$ cat src/hw/rtl/knps_pkg.sv
// knps_pkg: shared types, constants and helpers of the k-nearest point selector
// used by every module under hw/rtl except knps_ram; depends on nothing
package knps_pkg;

   localparam int MAX_NEIGHBORS = 16;
   localparam int COORD_W       = 16;
   localparam int DIST_W        = 36;
   localparam int NC_W          = 5;
   localparam int IDX_W         = (MAX_NEIGHBORS > 1) ? $clog2(MAX_NEIGHBORS) : 1;
   localparam int SIZE_W        = $clog2(MAX_NEIGHBORS + 1);
   localparam int CSR_ADDR_W    = 4;
   localparam int CSR_DATA_W    = 32;

   typedef enum logic [1:0] {
      REG_NEIGHBOR_COUNT = 2'd0,
      REG_GOAL_X         = 2'd1,
      REG_GOAL_Y         = 2'd2,
      REG_GOAL_Z         = 2'd3
   } reg_index_type;

   typedef enum logic [3:0] {
      ST_IDLE,
      ST_DIST1,
      ST_DIST2,
      ST_DIST3,
      ST_CHECK,
      ST_SEEK,
      ST_SHIFT,
      ST_WORST,
      ST_STAT,
      ST_STATUS_OUT,
      ST_READ,
      ST_EMIT
   } state_type;

   typedef struct packed {
      logic signed [COORD_W-1:0] x;
      logic signed [COORD_W-1:0] y;
      logic signed [COORD_W-1:0] z;
   } point_type;

   typedef struct packed {
      point_type          pos;
      logic [DIST_W-1:0]  dist_sq;
   } entry_type;

   localparam int ENTRY_W = $bits(entry_type);

   typedef struct packed {
      logic [NC_W-1:0]           neighbor_count;
      logic signed [COORD_W-1:0] goal_x;
      logic signed [COORD_W-1:0] goal_y;
      logic signed [COORD_W-1:0] goal_z;
   } cfg_type;

   typedef struct packed {
      logic signed [COORD_W-1:0] point_x;
      logic signed [COORD_W-1:0] point_y;
      logic signed [COORD_W-1:0] point_z;
      logic                      restart;
      logic                      final_point;
   } req_type;

   typedef struct packed {
      logic                      accepted;
      logic                      filled;
      logic [DIST_W-1:0]         worst_distance;
      logic                      list_entry;
      logic signed [COORD_W-1:0] entry_x;
      logic signed [COORD_W-1:0] entry_y;
      logic signed [COORD_W-1:0] entry_z;
      logic [DIST_W-1:0]         entry_distance;
      logic                      last;
   } rsp_type;

   // neighbor count of zero acts as one, above the capacity acts as the capacity
   function automatic logic [SIZE_W-1:0] active_k(input logic [NC_W-1:0] nc);
      logic [SIZE_W-1:0] k;
      if (nc == '0) begin
         k = SIZE_W'(1);
      end else if (int'(nc) > MAX_NEIGHBORS) begin
         k = SIZE_W'(MAX_NEIGHBORS);
      end else begin
         k = SIZE_W'(nc);
      end
      return k;
   endfunction

endpackage

$ cat src/hw/rtl/k_nearest_point_selector_top.sv
// k_nearest_point_selector_top: top level of the k-nearest point selector
// depends on knps_pkg, knps_cfg, knps_dist, knps_ctrl (and knps_ram below it)
//
// Usage:
//   The req channel carries one candidate point per beat, with restart (empty the
//   kept list first) and final_point (read the list out afterwards). The rsp channel
//   gives one status beat per ordinary point, or one beat per kept entry, best first,
//   for a final point, with last on the closing beat.
//   The apb port holds neighbor_count (0x0) and goal_x/y/z (0x4, 0x8, 0xc); write it
//   only while the block is idle.
//   Sequence: a rejected point passes three distance stages, compare, worst read
//   and status load before its status beat appears, and the next req beat can be
//   taken while that beat is presented. An accepted point places itself between
//   compare and worst read: each kept entry that moves down the list is read and
//   rewritten one place further down, and the point is written at the head or, after
//   reading an entry no worse than itself, just below it. A final point reads each
//   kept entry from the ram (registered read) before loading it as a list beat.
//   One item is worked on at a time; req_stall is low only between items. A status
//   beat waiting in the output register does not hold off the next item.
//   When rsp_stall is high while a beat is valid, the output register holds it and the sequencer
//   waits before loading the next one.
//   Reset empties the kept list, sets neighbor_count to 1 and the goal to the origin;
//   the ram itself is not cleared.
module k_nearest_point_selector_top
   import knps_pkg::*;
(
   input  logic                  clock,
   input  logic                  reset,
   input  logic                  req_valid,
   output logic                  req_stall,
   input  req_type               req_data,
   output logic                  rsp_valid,
   input  logic                  rsp_stall,
   output rsp_type               rsp_data,
   input  logic                  psel,
   input  logic                  penable,
   input  logic                  pwrite,
   input  logic [CSR_ADDR_W-1:0] paddr,
   input  logic [CSR_DATA_W-1:0] pwdata,
   output logic [CSR_DATA_W-1:0] prdata,
   output logic                  pready
);

   cfg_type           cfg;
   point_type         point;
   logic [DIST_W-1:0] cand_dist;

   knps_cfg u_cfg (
      .clock   (clock),
      .reset   (reset),
      .psel    (psel),
      .penable (penable),
      .pwrite  (pwrite),
      .paddr   (paddr),
      .pwdata  (pwdata),
      .prdata  (prdata),
      .pready  (pready),
      .cfg     (cfg)
   );

   knps_dist u_dist (
      .clock     (clock),
      .point     (point),
      .cfg       (cfg),
      .cand_dist (cand_dist)
   );

   knps_ctrl u_ctrl (
      .clock     (clock),
      .reset     (reset),
      .cfg       (cfg),
      .req_valid (req_valid),
      .req_stall (req_stall),
      .req_data  (req_data),
      .rsp_valid (rsp_valid),
      .rsp_stall (rsp_stall),
      .rsp_data  (rsp_data),
      .point     (point),
      .cand_dist (cand_dist)
   );

endmodule

$ cat src/hw/rtl/knps_ram.sv
// knps_ram: generic simple dual-port ram, one write and one registered read port
// depends on nothing
module knps_ram #(
   parameter int WIDTH = 8,
   parameter int DEPTH = 16
) (
   input  logic                                           clock,
   input  logic                                           wr_en,
   input  logic [((DEPTH > 1) ? $clog2(DEPTH) : 1)-1:0]   wr_addr,
   input  logic [WIDTH-1:0]                               wr_data,
   input  logic                                           rd_en,
   input  logic [((DEPTH > 1) ? $clog2(DEPTH) : 1)-1:0]   rd_addr,
   output logic [WIDTH-1:0]                               rd_data
);

   logic [WIDTH-1:0] mem_ff [DEPTH];
   logic [WIDTH-1:0] rd_data_ff;

   always_ff @(posedge clock) begin
      if (wr_en) begin
         mem_ff[wr_addr] <= wr_data;
      end
      if (rd_en) begin
         rd_data_ff <= mem_ff[rd_addr];
      end
   end

   assign rd_data = rd_data_ff;

endmodule

$ cat src/hw/rtl/knps_cfg.sv
// knps_cfg: apb register file holding the neighbor count and goal point
// depends on knps_pkg
module knps_cfg
   import knps_pkg::*;
(
   input  logic                  clock,
   input  logic                  reset,
   input  logic                  psel,
   input  logic                  penable,
   input  logic                  pwrite,
   input  logic [CSR_ADDR_W-1:0] paddr,
   input  logic [CSR_DATA_W-1:0] pwdata,
   output logic [CSR_DATA_W-1:0] prdata,
   output logic                  pready,
   output cfg_type               cfg
);

   cfg_type       cfg_ff;
   cfg_type       cfg_in;
   reg_index_type reg_sel;
   logic          wr_strobe;

   assign reg_sel   = reg_index_type'(paddr[3:2]);
   assign pready    = 1'b1;
   assign wr_strobe = psel & penable & pwrite & pready;

   always_comb begin
      cfg_in = cfg_ff;
      if (wr_strobe) begin
         unique case (reg_sel)
            REG_NEIGHBOR_COUNT: cfg_in.neighbor_count = pwdata[NC_W-1:0];
            REG_GOAL_X:         cfg_in.goal_x = pwdata[COORD_W-1:0];
            REG_GOAL_Y:         cfg_in.goal_y = pwdata[COORD_W-1:0];
            REG_GOAL_Z:         cfg_in.goal_z = pwdata[COORD_W-1:0];
            default:            cfg_in = cfg_ff;
         endcase
      end
   end

   always_comb begin
      unique case (reg_sel)
         REG_NEIGHBOR_COUNT: prdata = CSR_DATA_W'(cfg_ff.neighbor_count);
         REG_GOAL_X:         prdata = CSR_DATA_W'(signed'(cfg_ff.goal_x));
         REG_GOAL_Y:         prdata = CSR_DATA_W'(signed'(cfg_ff.goal_y));
         REG_GOAL_Z:         prdata = CSR_DATA_W'(signed'(cfg_ff.goal_z));
         default:            prdata = '0;
      endcase
   end

   always_ff @(posedge clock) begin
      if (reset) begin
         cfg_ff.neighbor_count <= NC_W'(1);
         cfg_ff.goal_x         <= '0;
         cfg_ff.goal_y         <= '0;
         cfg_ff.goal_z         <= '0;
      end else begin
         cfg_ff <= cfg_in;
      end
   end

   assign cfg = cfg_ff;

endmodule

$ cat src/hw/rtl/knps_dist.sv
// knps_dist: three-stage squared euclidean distance pipeline
// depends on knps_pkg
module knps_dist
   import knps_pkg::*;
(
   input  logic              clock,
   input  point_type         point,
   input  cfg_type           cfg,
   output logic [DIST_W-1:0] cand_dist
);

   logic signed [COORD_W:0]   dx, dy, dz;
   logic [COORD_W:0]          mx, my, mz;
   logic [COORD_W-1:0]        ax_ff, ay_ff, az_ff;
   logic [2*COORD_W-1:0]      sx_ff, sy_ff, sz_ff;
   logic [DIST_W-1:0]         dist_ff;

   always_comb begin
      dx = {point.x[COORD_W-1], point.x} - {cfg.goal_x[COORD_W-1], cfg.goal_x};
      dy = {point.y[COORD_W-1], point.y} - {cfg.goal_y[COORD_W-1], cfg.goal_y};
      dz = {point.z[COORD_W-1], point.z} - {cfg.goal_z[COORD_W-1], cfg.goal_z};
      mx = dx[COORD_W] ? (~dx + (COORD_W+1)'(1)) : dx;
      my = dy[COORD_W] ? (~dy + (COORD_W+1)'(1)) : dy;
      mz = dz[COORD_W] ? (~dz + (COORD_W+1)'(1)) : dz;
   end

   always_ff @(posedge clock) begin
      ax_ff   <= mx[COORD_W-1:0];
      ay_ff   <= my[COORD_W-1:0];
      az_ff   <= mz[COORD_W-1:0];
      sx_ff   <= ax_ff * ax_ff;
      sy_ff   <= ay_ff * ay_ff;
      sz_ff   <= az_ff * az_ff;
      dist_ff <= DIST_W'(sx_ff) + DIST_W'(sy_ff) + DIST_W'(sz_ff);
   end

   assign cand_dist = dist_ff;

endmodule

$ cat src/hw/rtl/knps_ctrl.sv
// knps_ctrl: sequencer for sorted insertion into the kept-entry ram and list readout
// depends on knps_pkg and knps_ram
module knps_ctrl
   import knps_pkg::*;
(
   input  logic              clock,
   input  logic              reset,
   input  cfg_type           cfg,
   input  logic              req_valid,
   output logic              req_stall,
   input  req_type           req_data,
   output logic              rsp_valid,
   input  logic              rsp_stall,
   output rsp_type           rsp_data,
   output point_type         point,
   input  logic [DIST_W-1:0] cand_dist
);

   state_type         state_ff, state_in;
   logic [SIZE_W-1:0] size_ff, size_in;
   logic [IDX_W-1:0]  cur_ff, cur_in;
   logic [IDX_W-1:0]  emit_ff, emit_in;
   logic              accepted_ff, accepted_in;
   logic              final_ff, final_in;
   logic [DIST_W-1:0] worst_ff, worst_in;
   point_type         point_ff, point_in;
   rsp_type           rsp_ff, rsp_in;
   logic              rsp_valid_ff, rsp_valid_in;

   logic              rd_en, wr_en;
   logic [IDX_W-1:0]  rd_addr, wr_addr;
   entry_type         wr_data, rd_data;
   entry_type         new_entry;
   logic [SIZE_W-1:0] k_eff;
   logic [SIZE_W-1:0] size_m1;
   logic              out_free, rsp_load, last_entry;

   knps_ram #(
      .WIDTH (ENTRY_W),
      .DEPTH (MAX_NEIGHBORS)
   ) u_ram (
      .clock   (clock),
      .wr_en   (wr_en),
      .wr_addr (wr_addr),
      .wr_data (wr_data),
      .rd_en   (rd_en),
      .rd_addr (rd_addr),
      .rd_data (rd_data)
   );

   assign k_eff      = active_k(cfg.neighbor_count);
   assign size_m1    = size_ff - SIZE_W'(1);
   assign new_entry  = '{pos: point_ff, dist_sq: cand_dist};
   assign out_free   = ~rsp_valid_ff | ~rsp_stall;
   assign last_entry = (SIZE_W'(emit_ff) + SIZE_W'(1)) == size_ff;
   assign point      = point_ff;

   always_comb begin
      state_in    = state_ff;
      size_in     = size_ff;
      cur_in      = cur_ff;
      emit_in     = emit_ff;
      accepted_in = accepted_ff;
      final_in    = final_ff;
      worst_in    = worst_ff;
      point_in    = point_ff;
      req_stall   = 1'b1;
      rd_en       = 1'b0;
      rd_addr     = '0;
      wr_en       = 1'b0;
      wr_addr     = '0;
      wr_data     = new_entry;
      rsp_load    = 1'b0;
      rsp_in      = rsp_ff;

      unique case (state_ff)
         ST_IDLE: begin
            req_stall = 1'b0;
            if (req_valid) begin
               point_in = '{x: req_data.point_x, y: req_data.point_y, z: req_data.point_z};
               final_in = req_data.final_point;
               if (req_data.restart) begin
                  size_in = '0;
               end
               state_in = ST_DIST1;
            end
         end
         ST_DIST1: begin
            // fetch the current worst entry while the distance is computed
            rd_en    = (size_ff != '0);
            rd_addr  = size_m1[IDX_W-1:0];
            state_in = ST_DIST2;
         end
         ST_DIST2: begin
            state_in = ST_DIST3;
         end
         ST_DIST3: begin
            state_in = ST_CHECK;
         end
         ST_CHECK: begin
            if ((size_ff < k_eff) && (size_ff < SIZE_W'(MAX_NEIGHBORS))) begin
               accepted_in = 1'b1;
               cur_in      = size_ff[IDX_W-1:0];
               size_in     = size_ff + SIZE_W'(1);
               state_in    = ST_SEEK;
            end else if ((size_ff != '0) && (cand_dist < rd_data.dist_sq)) begin
               // drop the worst entry, size stays
               accepted_in = 1'b1;
               cur_in      = size_m1[IDX_W-1:0];
               state_in    = ST_SEEK;
            end else begin
               accepted_in = 1'b0;
               state_in    = ST_WORST;
            end
         end
         ST_SEEK: begin
            if (cur_ff == '0) begin
               wr_en    = 1'b1;
               wr_addr  = cur_ff;
               state_in = ST_WORST;
            end else begin
               rd_en    = 1'b1;
               rd_addr  = cur_ff - IDX_W'(1);
               state_in = ST_SHIFT;
            end
         end
         ST_SHIFT: begin
            wr_en   = 1'b1;
            wr_addr = cur_ff;
            if (rd_data.dist_sq > cand_dist) begin
               wr_data  = rd_data;
               cur_in   = cur_ff - IDX_W'(1);
               state_in = ST_SEEK;
            end else begin
               state_in = ST_WORST;
            end
         end
         ST_WORST: begin
            rd_en    = (size_ff != '0);
            rd_addr  = size_m1[IDX_W-1:0];
            state_in = ST_STAT;
         end
         ST_STAT: begin
            worst_in = (size_ff != '0) ? rd_data.dist_sq : '0;
            emit_in  = '0;
            state_in = (final_ff && (size_ff != '0)) ? ST_READ : ST_STATUS_OUT;
         end
         ST_STATUS_OUT: begin
            if (out_free) begin
               rsp_load = 1'b1;
               rsp_in   = '{accepted: accepted_ff, filled: (size_ff >= k_eff),
                            worst_distance: worst_ff, list_entry: 1'b0,
                            entry_x: '0, entry_y: '0, entry_z: '0,
                            entry_distance: '0, last: 1'b1};
               state_in = ST_IDLE;
            end
         end
         ST_READ: begin
            rd_en    = 1'b1;
            rd_addr  = emit_ff;
            state_in = ST_EMIT;
         end
         ST_EMIT: begin
            if (out_free) begin
               rsp_load = 1'b1;
               rsp_in   = '{accepted: accepted_ff, filled: (size_ff >= k_eff),
                            worst_distance: worst_ff, list_entry: 1'b1,
                            entry_x: rd_data.pos.x, entry_y: rd_data.pos.y,
                            entry_z: rd_data.pos.z, entry_distance: rd_data.dist_sq,
                            last: last_entry};
               emit_in  = emit_ff + IDX_W'(1);
               state_in = last_entry ? ST_IDLE : ST_READ;
            end
         end
         default: begin
            state_in = ST_IDLE;
         end
      endcase
   end

   assign rsp_valid_in = rsp_load | (rsp_valid_ff & rsp_stall);

   always_ff @(posedge clock) begin
      if (reset) begin
         state_ff     <= ST_IDLE;
         size_ff      <= '0;
         rsp_valid_ff <= 1'b0;
      end else begin
         state_ff     <= state_in;
         size_ff      <= size_in;
         rsp_valid_ff <= rsp_valid_in;
      end
   end

   always_ff @(posedge clock) begin
      cur_ff      <= cur_in;
      emit_ff     <= emit_in;
      accepted_ff <= accepted_in;
      final_ff    <= final_in;
      worst_ff    <= worst_in;
      point_ff    <= point_in;
      if (rsp_load) begin
         rsp_ff <= rsp_in;
      end
   end

   assign rsp_valid = rsp_valid_ff;
   assign rsp_data  = rsp_ff;

   a_size_bound: assert property (@(posedge clock) disable iff (reset)
      int'(size_ff) <= MAX_NEIGHBORS)
      else $error("kept size above capacity");

   a_write_below_size: assert property (@(posedge clock) disable iff (reset)
      wr_en |-> (SIZE_W'(wr_addr) < size_ff))
      else $error("ram write outside kept list");

   a_no_overlap: assert property (@(posedge clock) disable iff (reset)
      (wr_en && rd_en) |-> (wr_addr != rd_addr))
      else $error("ram read and write of the same entry");

   a_status_last: assert property (@(posedge clock) disable iff (reset)
      (rsp_valid_ff && !rsp_ff.list_entry) |-> rsp_ff.last)
      else $error("status beat without last");

   a_no_load_while_held: assert property (@(posedge clock) disable iff (reset)
      (rsp_valid_ff && rsp_stall) |-> !rsp_load)
      else $error("output register overwritten while stalled");

endmodule
$ cat config.mk
export PLATFORM = sky130hd
export DESIGN_NAME = k_nearest_point_selector_top
export DESIGN_NICKNAME = d
export VERILOG_FILES = /design/src/hw/rtl/knps_pkg.sv /design/src/hw/rtl/k_nearest_point_selector_top.sv /design/src/hw/rtl/knps_ram.sv /design/src/hw/rtl/knps_cfg.sv /design/src/hw/rtl/knps_dist.sv /design/src/hw/rtl/knps_ctrl.sv
export SDC_FILE = /design/constraint.sdc
export NUM_CORES = 2
export LEC_CHECK = 0
export ABC_AREA = 0
export BUFFER_PORTS_ARGS = -buffer_cell sky130_fd_sc_hd__buf_2
export CELL_PAD_IN_SITES_DETAIL_PLACEMENT = 1
export CELL_PAD_IN_SITES_GLOBAL_PLACEMENT = 2
export CORE_MARGIN = 2
export CORE_UTILIZATION = 40
export CTS_CLUSTER_DIAMETER = 40
export DETAILED_ROUTE_END_ITERATION = 16
export HOLD_SLACK_MARGIN = 0.05
export PLACE_DENSITY = 0.86
export SLEW_MARGIN = 25
export SYNTH_ARGS = -nofsm -noshare
export SYNTH_HDL_FRONTEND = slang
export SYNTH_SLANG_ARGS = --single-unit
$ cat constraint.sdc
create_clock -name clock -period 9.9 [get_ports clock]
set_clock_uncertainty 0.05 [all_clocks]
set_input_delay 1.98 -clock clock [delete_from_list [all_inputs] [get_ports clock]]
set_output_delay 1.98 -clock clock [all_outputs]
set_load 0.01 [all_outputs]
==> results by group <==
Synth
  – Syn nets: 9344
  – Post-synth EDFFs: 1646
  – Sequential share of the synthesized area: 0.549
  – Synthesized area per cell: 11.9 um^2
  – Cell variety after synth: 89
  – Mapped Area: 98600 um^2
  – Post-Syn Instances: 8304
  – Synth Register Bits: 1884
  – Synth Flop Type: edfxtp_1
  – Ys async rst share: 0
  – Synth warnings: 0

Detailed routing
  – Pre-Repair DR Iteration Count: 6
  – Vias: 66500
  – Drc violations: 0
  – DRT iter0 DRCs: 5653
  – Final WL: 302000 um
  – Average wire per standard cell: 25.2 um
  – DR vias/cell: 5.56
  – Number of routed nets with antenna violations: 0

CTS
  – Skew-Pair Late Insertion Delay: 930 ps
  – CTS tree: yes
  – Clk slew on worst S/H paths: 50 ps
  – Post_cts resized: 0
  – Clk sink count: 1884
  – Clk Tree Root Cell: clkbuf_16
  – CTS buffer count: 280
  – Hold Buf Count CTS: 0
  – Post CTS Setup Buffer Count: 0
  – H-tree depth: 5
  – CTS Buffer Depth: 4

Placement
  – Port bufs: 232
  – DP HPWL: 189000 um
  – GPL Wtd Cong: 0.848

Setup path
  – Worst setup startpoint: u_dist.ay_ff[3]
  – CP bufs+invs: 4
  – CP required: 10640 ps
  – CP startpoint kind: flip-flop
  – Reg-to-Reg Start: u_dist.ay_ff[3]
  – Family with the most delay on the worst path: adder cells
  – Max incr delay on CP: 730 ps
  – Crit path DAT: 8360 ps
  – CP Capture Type: flip-flop
  – Slowest CP cell: dfxtp_1
  – Crit Path Category: flip-flop to flip-flop
  – Crit-path cells: inv_1, nor2_1, ha_1, xor2_1, fa_1, inv_1, fa_1, fa_1, fa_1, inv_1, fa_1, inv_1, ha_1, a21o_1, a21o_1, a21oi_1, o21ai_1, a22o_1, a2111oi_0, o211ai_1, a31o_2, a21oi_1, xnor2_1
  – Crit-path max FO: 13
  – CP most frequent cell: fa_1

Hold path
  – Min-Delay Startpoint: u_ctrl.worst_ff[28]
  – Hold WC Path Type: flip-flop to flip-flop

STA
  – Fmax: 131 MHz
  – Worst-Margin Slew: 1140 ps
  – Worst slew margin: 0.239
  – Final worst path period share: 0.770
  – Slew Limit Fails: 0
  – Finish-stage setup viols: 0
  – Final critical-path required period: 7620 ps
  – Unrepaired setup endpoints after global routing: false
  – Setup TNS: 0 ps
  – Hold Fails Final Rpt: 0

Global routing
  – Global-route wire length before repair: 453000 um
  – Number of global-route vias before repair: 72700
  – GRT Total Usage: 0.239
  – Initial antenna violation count: 46
  – GRT Residual Overflow: 0
  – Largest net degree at the start of global routing: 154

Outcome
  – Status: finished clean

Final layout
  – Nets@finish: 9554
  – Area Growth Syn to Fin: 14.0%
  – Layout cells sized above 1: 0.103

Die
  – Core ar.: 245000 um^2
  – I/O pins: 252
  – Row count: 182
  – Die Y: 501 um
  – Initial Util: 0.402
  – Die ar.: 251000 um^2
  – Chip Width: 501 um

Run
  – Maxcap violations: 0
-- worst register-to-register path: cells and delay by family, from the launching register on --
family	cells	cell delay, ps
AOI/OAI and AO/OA	9	2300
DFF	1	730
xor gates and xnor gates	2	360
adders and majority gates	7	3210
buffers and inverters	4	440
and+or+nand+nor	1	410
-- state kept, by name, indices dropped and copies added (netlist names) --
| name | flops |
|---|---|
| u_ctrl.u_ram.mem_ff | 1344 |
| u_ctrl.state_ff | 4 |
| u_dist.ay_ff | 16 |
| u_ctrl.worst_ff | 36 |
| u_ctrl.u_ram.rd_data | 84 |
| u_dist.az_ff | 16 |
| u_dist.sx_ff | 31 |
| u_ctrl.emit_ff | 4 |
| u_dist.sy_ff | 31 |
| u_dist.ax_ff | 16 |
| u_ctrl.rsp_data | 124 |
| u_ctrl.point | 48 |
| u_dist.cand_dist | 34 |
| u_ctrl.accepted_ff | 1 |
| u_cfg.cfg | 53 |
| u_ctrl.rsp_valid | 1 |
| u_ctrl.final_ff | 1 |
| u_dist.sz_ff | 31 |
| u_ctrl.cur_ff | 4 |
| u_ctrl.size_ff | 5 |
-- synth_stat cells, types with 10 or more instances --
| master | count | share of area |
|---|---|---|
| nor2b_1 | 77 | 0.0049 |
| and3_1 | 195 | 0.012 |
| a311oi_1 | 86 | 0.0076 |
| nand2b_1 | 36 | 0.0023 |
| xnor2_1 | 171 | 0.015 |
| a22o_1 | 13 | 0.0012 |
| a31o_2 | 17 | 0.0015 |
| mux2i_1 | 173 | 0.018 |
| o21ai_0 | 79 | 0.0040 |
| and2_1 | 226 | 0.014 |
| a31oi_1 | 105 | 0.0067 |
| o211ai_1 | 12 | 0.00091 |
| o21a_1 | 30 | 0.0023 |
| ha_1 | 457 | 0.058 |
| nand4_1 | 19 | 0.0012 |
| a21o_1 | 77 | 0.0059 |
| clkbuf_1 | 329 | 0.013 |
| nor3_1 | 51 | 0.0026 |
| fa_1 | 490 | 0.099 |
| inv_1 | 888 | 0.034 |
| or3_1 | 10 | 0.00063 |
| edfxtp_1 | 1646 | 0.50 |
| dfxtp_1 | 238 | 0.048 |
| xor2_1 | 66 | 0.0059 |
| a21oi_1 | 300 | 0.015 |
| o21bai_1 | 20 | 0.0015 |
| mux2_2 | 55 | 0.0063 |
| nand2_1 | 1408 | 0.054 |
| o21ai_1 | 17 | 0.00086 |
| nor2_1 | 205 | 0.0078 |
| nand3_1 | 372 | 0.019 |
| buf_4 | 17 | 0.0013 |
| a211oi_1 | 188 | 0.014 |
| buf_2 | 32 | 0.0016 |
| or2_2 | 17 | 0.0011 |
| mux2_1 | 32 | 0.0037 |
| buf_1 | 17 | 0.00065 |
-- placed cells by master, fill, tap and decap left out, types with 104 or more instances in the layout --
master / Yosys / routed
edfxtp_1: 1646 / 1646
nand2_1: 1408 / 1408
inv_1: 888 / 887
fa_1: 490 / 490
ha_1: 457 / 457
nand3_1: 372 / 372
a21oi_1: 300 / 300
clkbuf_16: 0 / 289
dfxtp_1: 238 / 238
buf_2: 32 / 232
and2_1: 226 / 226
and3_1: 195 / 194
nor2_1: 205 / 192
a211oi_1: 188 / 187
mux2i_1: 173 / 173
xnor2_1: 171 / 171
a31oi_1: 105 / 104
-- cell type report --
cell class              count  area (um^2)
fillers                 25700       133000
flip-flops and latches   1884        54200
multi-input cells        5137        39800
clock buffers             323         7410
well taps                3220         4030
inverters                 888         3330
repair buffers            323         1970
clock inverters           162         1690
diodes                     27         67.6
-- path summary, 6_finish.rpt --
check,depth (start not counted),to,slack [ps]
min,0,u_ctrl.rsp_data[114],350
max reg2reg,23,u_dist.sy_ff[29],2280
min reg2reg,0,u_ctrl.rsp_data[114],350
max,23,u_dist.sy_ff[29],2280
-- kinds of logic after synthesis --
| family | share of synthesized area |
|---|---|
| AO/OA/AOI/OAI | 0.0714 |
| XOR/XNOR | 0.0210 |
| adder cells (fa/ha/maj) | 0.157 |
| buffers and inverters | 0.0499 |
| flip-flops | 0.549 |
| multiplexers | 0.0286 |
| other | 0.0000380 |
| AND/OR/NAND/NOR | 0.122 |
-- stage by stage --
stage	instance area, um^2	cells	hold WS [ps]	worst slack, ps	util
5_1_grt	112000	12000	369	1900	0.458
3_5_place_dp	103000	11500	356	2340	0.421
4_1_cts	112000	11900	345	2280	0.458
6_report	112000	12000	346	2280	0.458
3_3_place_gp	103000	11500	351	2420	0.421
2_1_floorplan	98600	8304	304	1940	-
-- per-layer routing --
| metal | routed length [um] | global-route usage | vias up | part of all wire |
|---|---|---|---|---|
| met1 | 118000 | 0.289 | 34400 | 0.39 |
| li1 | - | - | 29300 | - |
| met2 | 152000 | 0.418 | 2191 | 0.50 |
| met3 | 17600 | 0.0391 | 644 | 0.058 |
| met4 | 13700 | 0.109 | 24 | 0.046 |
| met5 | 165 | 0 | - | 0.00055 |
Power is not shown: default switching activity piles up to over one toggle a cycle in this logic, so the estimate is an artifact.
